## src/kttwa_pkg.sv

```systemverilog
// Package for the keyed track table with aging.
// Item structs, op codes, result status codes, limits, controller state type and cmd/stat structs.
// No dependencies.
`default_nettype none
package kttwa_pkg;

  typedef struct packed {
    logic        op;
    logic        source_valid;
    logic [23:0] aircraft_key;
    logic [31:0] now_ms;
  } in_item_t;

  typedef struct packed {
    logic [2:0] status;
    logic [3:0] slot;
    logic [4:0] active_count;
    logic [4:0] stale_count;
  } out_item_t;

  localparam logic       OP_REPORT = 1'b0;
  localparam logic       OP_PRUNE  = 1'b1;

  localparam logic [2:0] ST_IGNORED = 3'd0;
  localparam logic [2:0] ST_MATCHED = 3'd1;
  localparam logic [2:0] ST_NEW     = 3'd2;
  localparam logic [2:0] ST_FULL    = 3'd3;
  localparam logic [2:0] ST_PRUNED  = 3'd4;

  localparam logic [31:0] TIMEOUT_RESET = 32'd60000;
  localparam logic [7:0]  COUNT_MAX     = 8'd31;

  typedef enum logic [1:0] {
    S_IDLE,
    S_SCAN,
    S_FLUSH,
    S_COMMIT
  } state_t;

  typedef struct packed {
    logic load;
    logic issue;
    logic commit;
  } cmd_t;

  typedef struct packed {
    logic skip;
    logic last_addr;
    logic out_free;
  } stat_t;

endpackage
`default_nettype wire

```

## src/kttwa_ctrl.sv

```systemverilog
// Controller state machine for the track table.
// Sequences load, table scan and commit; uses kttwa_pkg.
`default_nettype none
module kttwa_ctrl (
  input  wire logic            clk,
  input  wire logic            rst,
  input  wire logic            in_valid,
  input  wire kttwa_pkg::stat_t st,
  output kttwa_pkg::cmd_t      cmd,
  output logic                 in_stall
);

  kttwa_pkg::state_t state, state_next;

  always_ff @(posedge clk) begin
    if (rst) begin
      state <= kttwa_pkg::S_IDLE;
    end else begin
      state <= state_next;
    end
  end

  always_comb begin
    state_next = state;
    cmd        = '0;
    in_stall   = 1'b1;
    case (state)
      kttwa_pkg::S_IDLE: begin
        in_stall = 1'b0;
        if (in_valid) begin
          cmd.load   = 1'b1;
          state_next = st.skip ? kttwa_pkg::S_COMMIT : kttwa_pkg::S_SCAN;
        end
      end
      kttwa_pkg::S_SCAN: begin
        cmd.issue = 1'b1;
        if (st.last_addr) begin
          state_next = kttwa_pkg::S_FLUSH;
        end
      end
      kttwa_pkg::S_FLUSH: begin
        state_next = kttwa_pkg::S_COMMIT;
      end
      kttwa_pkg::S_COMMIT: begin
        if (st.out_free) begin
          cmd.commit = 1'b1;
          state_next = kttwa_pkg::S_IDLE;
        end
      end
      default: begin
        state_next = kttwa_pkg::S_IDLE;
      end
    endcase
  end

endmodule
`default_nettype wire

```

## src/kttwa_dp.sv

```systemverilog
// Datapath for the track table: key and time memories, valid/stale bits,
// scan pipeline, counters and output register. Uses kttwa_pkg.
`default_nettype none
module kttwa_dp #(
  parameter int TRACKS = 16
) (
  input  wire logic                 clk,
  input  wire logic                 rst,
  input  wire logic                 cfg_we,
  input  wire logic [31:0]          cfg_wdata,
  input  wire kttwa_pkg::in_item_t  in_item,
  input  wire kttwa_pkg::cmd_t      cmd,
  output kttwa_pkg::stat_t          st,
  output logic                      out_valid,
  input  wire logic                 out_stall,
  output kttwa_pkg::out_item_t      out_item
);

  localparam int IW   = (TRACKS > 1) ? $clog2(TRACKS) : 1;
  localparam int CNTW = $clog2(TRACKS + 1);

  logic [31:0]       timeout;
  logic              op_r;
  logic              srcv_r;
  logic [23:0]       key_r;
  logic [31:0]       now_r;

  logic [23:0]       key_mem [TRACKS];
  logic [31:0]       time_mem [TRACKS];
  logic [TRACKS-1:0] vld;
  logic [TRACKS-1:0] stl;

  logic [IW-1:0]     rd_addr;
  logic              pv;
  logic [IW-1:0]     pidx;
  logic [23:0]       pkey;
  logic [31:0]       ptime;

  logic              hit;
  logic [IW-1:0]     hit_idx;
  logic              free;
  logic [IW-1:0]     free_idx;
  logic [CNTW-1:0]   act_cnt;
  logic [CNTW-1:0]   stl_cnt;

  logic              e_v;
  logic              e_s;
  logic [31:0]       age;
  logic              n_v;
  logic              n_s;
  logic              mem_we;
  logic [IW-1:0]     widx;
  logic [7:0]        slot_ext;
  logic [7:0]        act_ext;
  logic [7:0]        stl_ext;
  kttwa_pkg::out_item_t result;

  assign st.skip      = (in_item.op == kttwa_pkg::OP_REPORT) && !in_item.source_valid;
  assign st.last_addr = (rd_addr == IW'(TRACKS - 1));
  assign st.out_free  = !out_valid || !out_stall;

  always_ff @(posedge clk) begin
    if (rst) begin
      timeout <= kttwa_pkg::TIMEOUT_RESET;
    end else if (cfg_we) begin
      timeout <= cfg_wdata;
    end
  end

  // scan entry evaluation
  assign e_v = vld[pidx];
  assign e_s = stl[pidx];
  assign age = now_r - ptime;
  assign n_v = e_v && !(age > timeout);
  assign n_s = n_v && (e_s || (age > (timeout >> 1)));

  assign mem_we = cmd.commit && (op_r == kttwa_pkg::OP_REPORT) && srcv_r && (hit || free);
  assign widx   = hit ? hit_idx : free_idx;

  always_ff @(posedge clk) begin
    if (cmd.issue) begin
      pkey  <= key_mem[rd_addr];
      ptime <= time_mem[rd_addr];
    end
    if (mem_we) begin
      key_mem[widx]  <= key_r;
      time_mem[widx] <= now_r;
    end
  end

  always_ff @(posedge clk) begin
    if (cmd.load) begin
      op_r    <= in_item.op;
      srcv_r  <= in_item.source_valid;
      key_r   <= in_item.aircraft_key;
      now_r   <= in_item.now_ms;
      rd_addr <= '0;
      hit     <= 1'b0;
      free    <= 1'b0;
      act_cnt <= '0;
      stl_cnt <= '0;
    end else begin
      if (cmd.issue) begin
        rd_addr <= rd_addr + 1'b1;
      end
      if (pv) begin
        if (op_r == kttwa_pkg::OP_PRUNE) begin
          if (n_s) begin
            stl_cnt <= stl_cnt + 1'b1;
          end else if (n_v) begin
            act_cnt <= act_cnt + 1'b1;
          end
        end else begin
          if (e_v && (pkey == key_r) && !hit) begin
            hit     <= 1'b1;
            hit_idx <= pidx;
          end
          if (!e_v && !free) begin
            free     <= 1'b1;
            free_idx <= pidx;
          end
        end
      end
    end
    pidx <= rd_addr;
  end

  always_ff @(posedge clk) begin
    if (rst) begin
      vld       <= '0;
      stl       <= '0;
      pv        <= 1'b0;
      out_valid <= 1'b0;
    end else begin
      pv <= cmd.issue;
      if (pv && (op_r == kttwa_pkg::OP_PRUNE)) begin
        vld[pidx] <= n_v;
        stl[pidx] <= n_s;
      end
      if (mem_we) begin
        vld[widx] <= 1'b1;
        stl[widx] <= 1'b0;
      end
      if (cmd.commit) begin
        out_valid <= 1'b1;
      end else if (!out_stall) begin
        out_valid <= 1'b0;
      end
    end
  end

  assign slot_ext = 8'(widx);
  assign act_ext  = 8'(act_cnt);
  assign stl_ext  = 8'(stl_cnt);

  always_comb begin
    result = '0;
    if (op_r == kttwa_pkg::OP_PRUNE) begin
      result.status       = kttwa_pkg::ST_PRUNED;
      result.active_count = (act_ext > kttwa_pkg::COUNT_MAX) ? 5'd31 : act_ext[4:0];
      result.stale_count  = (stl_ext > kttwa_pkg::COUNT_MAX) ? 5'd31 : stl_ext[4:0];
    end else if (!srcv_r) begin
      result.status = kttwa_pkg::ST_IGNORED;
    end else if (hit) begin
      result.status = kttwa_pkg::ST_MATCHED;
      result.slot   = slot_ext[3:0];
    end else if (free) begin
      result.status = kttwa_pkg::ST_NEW;
      result.slot   = slot_ext[3:0];
    end else begin
      result.status = kttwa_pkg::ST_FULL;
    end
  end

  always_ff @(posedge clk) begin
    if (cmd.commit) begin
      out_item <= result;
    end
  end

endmodule
`default_nettype wire

```

## src/keyed_track_table_with_aging_unit.sv

```systemverilog
// Top level of the keyed track table with aging.
// Joins kttwa_ctrl and kttwa_dp; uses kttwa_pkg.
//
//   channel   direction  handshake            payload
//   in        input      in_valid / in_stall  in_item  (kttwa_pkg::in_item_t)
//   out       output     out_valid/ out_stall out_item (kttwa_pkg::out_item_t)
//   cfg       input      cfg_we               cfg_wdata (stale_timeout_ms)
//
// A report or prune loads its result after a scan of the whole table:
// one read of the key/time memory per entry, one flush, one commit.
// An ignored report skips the scan and goes straight to commit.
// Synchronous reset clears valid and stale bits; timeout returns to 60000.
// A result held by out_stall holds the controller in commit; no item is
// taken until the scan and commit of the current one are done.
`default_nettype none
module keyed_track_table_with_aging_unit #(
  parameter int TRACKS = 16
) (
  input  wire logic                 clk,
  input  wire logic                 rst,
  input  wire logic                 cfg_we,
  input  wire logic [31:0]          cfg_wdata,
  input  wire logic                 in_valid,
  output logic                      in_stall,
  input  wire kttwa_pkg::in_item_t  in_item,
  output logic                      out_valid,
  input  wire logic                 out_stall,
  output kttwa_pkg::out_item_t      out_item
);

  kttwa_pkg::cmd_t  cmd;
  kttwa_pkg::stat_t st;

  kttwa_ctrl u_ctrl (
    .clk      (clk),
    .rst      (rst),
    .in_valid (in_valid),
    .st       (st),
    .cmd      (cmd),
    .in_stall (in_stall)
  );

  kttwa_dp #(
    .TRACKS (TRACKS)
  ) u_dp (
    .clk       (clk),
    .rst       (rst),
    .cfg_we    (cfg_we),
    .cfg_wdata (cfg_wdata),
    .in_item   (in_item),
    .cmd       (cmd),
    .st        (st),
    .out_valid (out_valid),
    .out_stall (out_stall),
    .out_item  (out_item)
  );

endmodule
`default_nettype wire

```

## config.mk

```make
export PLATFORM = sky130hd
export DESIGN_NAME = keyed_track_table_with_aging_unit
export DESIGN_NICKNAME = d
export VERILOG_FILES = /design/src/kttwa_pkg.sv /design/src/kttwa_ctrl.sv /design/src/kttwa_dp.sv /design/src/keyed_track_table_with_aging_unit.sv
export SDC_FILE = /design/constraint.sdc
export NUM_CORES = 1
export LEC_CHECK = 0
export ABC_AREA = 0
export BUFFER_PORTS_ARGS = -buffer_cell sky130_fd_sc_hd__buf_2
export CAP_MARGIN = 20
export CORE_MARGIN = 1
export CORE_UTILIZATION = 45
export CTS_CLUSTER_SIZE = 24
export DETAILED_ROUTE_END_ITERATION = 7
export GPL_ROUTABILITY_DRIVEN = 0
export RECOVER_POWER = 25
export SLEW_MARGIN = 10
export SYNTH_ARGS = -nofsm -noshare
export SYNTH_HDL_FRONTEND = slang
export SYNTH_SLANG_ARGS = --single-unit
```

## constraint.sdc

```tcl
create_clock -name clk -period 12.75 [get_ports clk]
set_clock_uncertainty 0.1 [all_clocks]
set_input_delay 1.275 -clock clk [delete_from_list [all_inputs] [get_ports clk]]
set_output_delay 1.275 -clock clk [all_outputs]
set_load 0.02 [all_outputs]
```

==> summary.md <==
| Metric | Value |
|---|---|
| Outcome | `finished with violations` |
| Failing checks | `max-capacitance violations, max-slew violations` |
| Tot GR Track Use | `21.1%` |
| Post-synth EDFFs | `1035` |
| Worst-Skew Late Latency | `0.70 ns` |
| Worst hold path type | `flop to flop` |
| Pre-CTS setup slack | `6.21 ns` |
| RSZ-0062 raised after global routing | `false` |
| Reg2Reg Depth | `21` |
| Final Cell Area | `51000 um^2` |
| Final WL | `107000 um` |
| First-pass GRT wire length | `157000 um` |
| Max Used Layer | `met4` |
| Crit Path Category | `flop to flop` |
| FFs w/ async S/R, synth | `0%` |
| Fmax | `0.151 GHz` |
| CP Capture Type | `flop` |
| Syn_area_per_cell | `19.4 um^2` |
| Fin crit share | `52.1%` |
| FF-to-FF End | `u_dp.act_cnt[0]` |
| Initial Util | `45.4%` |
| Number of H-tree levels | `3` |
| Cell Pwr Density | `204 nW/um^2` |
| Measured slew at the worst slew-check pin | `2.13 ns` |
| Port Buf Inserts | `113` |
| Setup TNS | `0 ns` |
| Max-cap violations | `1` |
| WP data required | `13.25 ns` |
| Core Footprint | `99900 um^2` |
| Nets | `2705` |
| Final hold vios | `0` |
| HP Start | `u_dp.stl[8]` |
| Post-DP HPWL | `59300 um` |
| CTS max path bufs | `3` |
| Pre-antenna DRT Iters | `5` |
| Hold-fix buffers at CTS | `0` |
| Mapped Area | `45300 um^2` |
| Clock Pin Slew Worst Setup and Hold Paths | `0.06 ns` |
| Cell count after synthesis | `2336` |
| Initial antenna violation count | `2` |
| Met2 WL | `52600 um` |
| Syn_nets | `2536` |
| CTS tree | `done` |
| Leak pwr | `16.5 nW` |
| I/O pin total | `114` |
| CP arrival | `7.14 ns` |
| R2r setup slk | `6.11 ns` |
| Final worst setup slack | `6.11 ns` |
| Post-route ant nets | `0` |
| Share of cells above drive strength 1 | `23.0%` |
| Flops & latches, synth | `1123` |
| GRT overflow | `0` |
| Crit start category | `flop` |
| Netlist cell types | `67` |
| Final setup vio count | `0` |
| Worst flop-to-flop path startpoint | `u_dp.now_r[0]` |
| Clk root buf | `clkbuf_16` |
| Largest net degree at the start of global routing | `70` |
| Avg WL per Cell | `27.4 um` |
| Wire length on met3 | `5240 um` |
| Most used DFF post-synth | `edfxtp_1` |
| DR vias/cell | `5.88` |
| Worst vdd ir | `0.117 mV` |
| Die Wd | `319 um` |
| Vias in the first global route | `23800` |
| Vias | `22900` |
| WHS Endpoint | `u_dp.stl[8]` |
| Final core occ | `51.1%` |
| CTS sink cnt | `1123` |
| Sequential fraction of the synthesis area | `72.5%` |
| Initial drt markers | `2228` |
| Die ar. | `102000 um^2` |
| Hold WS | `0.377 ns` |
| P&R area growth vs syn | `12.6%` |
| Post-CTS sizing | `0` |
| Area post-placement | `47400 um^2` |
| YS warnings | `0` |
| Wire length on met1 | `46000 um` |
| Fin crit period | `6.64 ns` |
| Worst-path maximum fanout | `34` |
| FILL cells | `7970` |
| Die Y | `319 um` |
| Hold Path Depth | `2` |
| Slew margin rel. | `-42.4%` |
| Core Rows | `116` |
| Fin. max-slew vios | `30` |
| CTS buffer count | `113` |
| Setup Buffers After CTS | `0` |
| # DRC | `0` |
## worst max-delay path: stages, from the launching register on
cell      delay (ns)
edfxtp_1        0.60
inv_1           0.16
ha_1            0.18
inv_1           0.06
fa_1            0.40
a21o_1          0.18
a21oi_1         0.39
o21ai_0         0.20
a41oi_1         0.48
nor2_1          0.20
a211oi_1        0.32
or4_1           0.17
o211ai_1        0.13
ha_1            0.34
nand4_1         0.12
or4_1           0.55
nor3_2          0.26
or2_1           0.16
o221a_2         0.66
and2_1          0.26
or4b_1          0.45
a21oi_1         0.14
## synth_stat cells (3+ instances only)
master	instances	area, um^2
o211ai_1	25	188
and3_1	6	37.5
nand3_1	18	90.1
nor2_1	89	334
a211o_1	3	26.3
xor2_1	7	61.3
nor4_1	7	43.8
mux4_2	288	6490
and2_1	16	100
or2_2	3	18.8
or4_1	3	22.5
o311ai_0	4	35.0
mux2i_1	49	490
o22ai_1	3	18.8
o2111ai_1	7	61.3
clkbuf_1	66	248
o31ai_1	3	22.5
o21ai_0	36	180
buf_2	7	35.0
nor3_1	14	70.1
o21a_1	9	67.6
inv_1	99	372
dfxtp_1	88	1760
a221oi_1	7	61.3
nand4_1	21	131
nor2b_1	9	56.3
nand2_1	79	297
edfxtp_1	1035	31100
xnor2_1	43	377
ha_1	104	1300
a211oi_1	26	195
a21o_1	19	143
o21bai_1	3	22.5
nand2b_1	17	106
a31oi_1	3	18.8
buf_1	19	71.3
a21oi_1	63	315
## sequential cells by signal (all words and copies together), names as in the netlist, 16 cells and up
signal / count
u_dp.vld: 16
u_dp.timeout: 32
u_dp.stl: 16
u_dp.key_mem: 384
u_dp.time_mem: 512
u_dp.now_r: 32
u_dp.pkey: 24
u_dp.key_r: 24
u_dp.out_item: 17
u_dp.ptime: 32
## metal layers
metal	global-route usage (%)	vias up
li1	-	9856
met1	28.9	12200
met2	35.0	699
met3	3.05	163
met4	6.42	0
met5	0	-
## report_power, final
part | switching, mW | internal, mW | total [mW]
Sequential | 0.321 | 4.38 | 4.70
Combinational | 1.35 | 1.14 | 2.49
Clock | 1.37 | 1.86 | 3.23
## logic make-up (layout without fill, tap and decap cells)
| kind of cell | Yosys count | after routing | share of synthesized area [%] |
|---|---|---|---|
| AO/OA/AOI/OAI | 234 | 234 | 3.45 |
| flip-flops | 1123 | 1123 | 72.5 |
| buffers and inverters | 193 | 451 | 1.62 |
| multiplexers | 338 | 338 | 15.4 |
| other | 0 | 1 | 0 |
| XOR/XNOR | 51 | 51 | 1.03 |
| adder cells (fa/ha/maj) | 105 | 105 | 2.92 |
| AND/OR/NAND/NOR | 292 | 292 | 3.07 |
## area by class of cell
cell class                 instances  area, um^2  area share, %
sequential                      1123       32900           64.4
multi-input combinational       1020       11800           23.0
clock buffer                     147        3040           5.95
tap                             1298        1620           3.18
timing repair buffer             146         781           1.53
clock inverter                    57         578           1.13
inverter                         101         399          0.782
antenna                            1        2.50        0.00490
## cell usage in the layout, fill, tap and decap left out, types with 26 or more instances in the layout
cell type / synthesis / final
ha_1: 104 / 103
o21ai_0: 36 / 36
a211oi_1: 26 / 26
clkbuf_16: 0 / 115
a21oi_1: 63 / 63
edfxtp_1: 1035 / 1035
dfxtp_1: 88 / 85
clkinv_2: 0 / 26
mux4_2: 288 / 288
buf_2: 7 / 90
clkbuf_1: 66 / 52
nor2_1: 89 / 89
mux2i_1: 49 / 49
buf_4: 0 / 32
inv_1: 99 / 85
xnor2_1: 43 / 43
nand2_1: 79 / 79
## per-stage QoR
step	std cells	power, mW
6_report	3893	10.4
4_1_cts	3892	10.5
2_1_floorplan	2336	6.50
3_3_place_gp	3687	7.19
5_1_grt	3892	10.9
3_5_place_dp	3688	7.27
## how the worst max path moves through the flow
| stage | startpoint | end | slack (ns) |
|---|---|---|---|
| floorplan | out_stall | u_dp.key_mem[3][0] | 4.83 |
| global placement | u_dp.now_r[0] | u_dp.act_cnt[0] | 6.32 |
| detailed placement | u_dp.now_r[0] | u_dp.act_cnt[0] | 6.21 |
| CTS | u_dp.now_r[0] | u_dp.act_cnt[0] | 6.11 |
| global route | u_dp.now_r[0] | u_dp.act_cnt[0] | 5.71 |
| finish | u_dp.now_r[0] | u_dp.act_cnt[0] | 6.11 |
(Power assumes the default switching activity.)
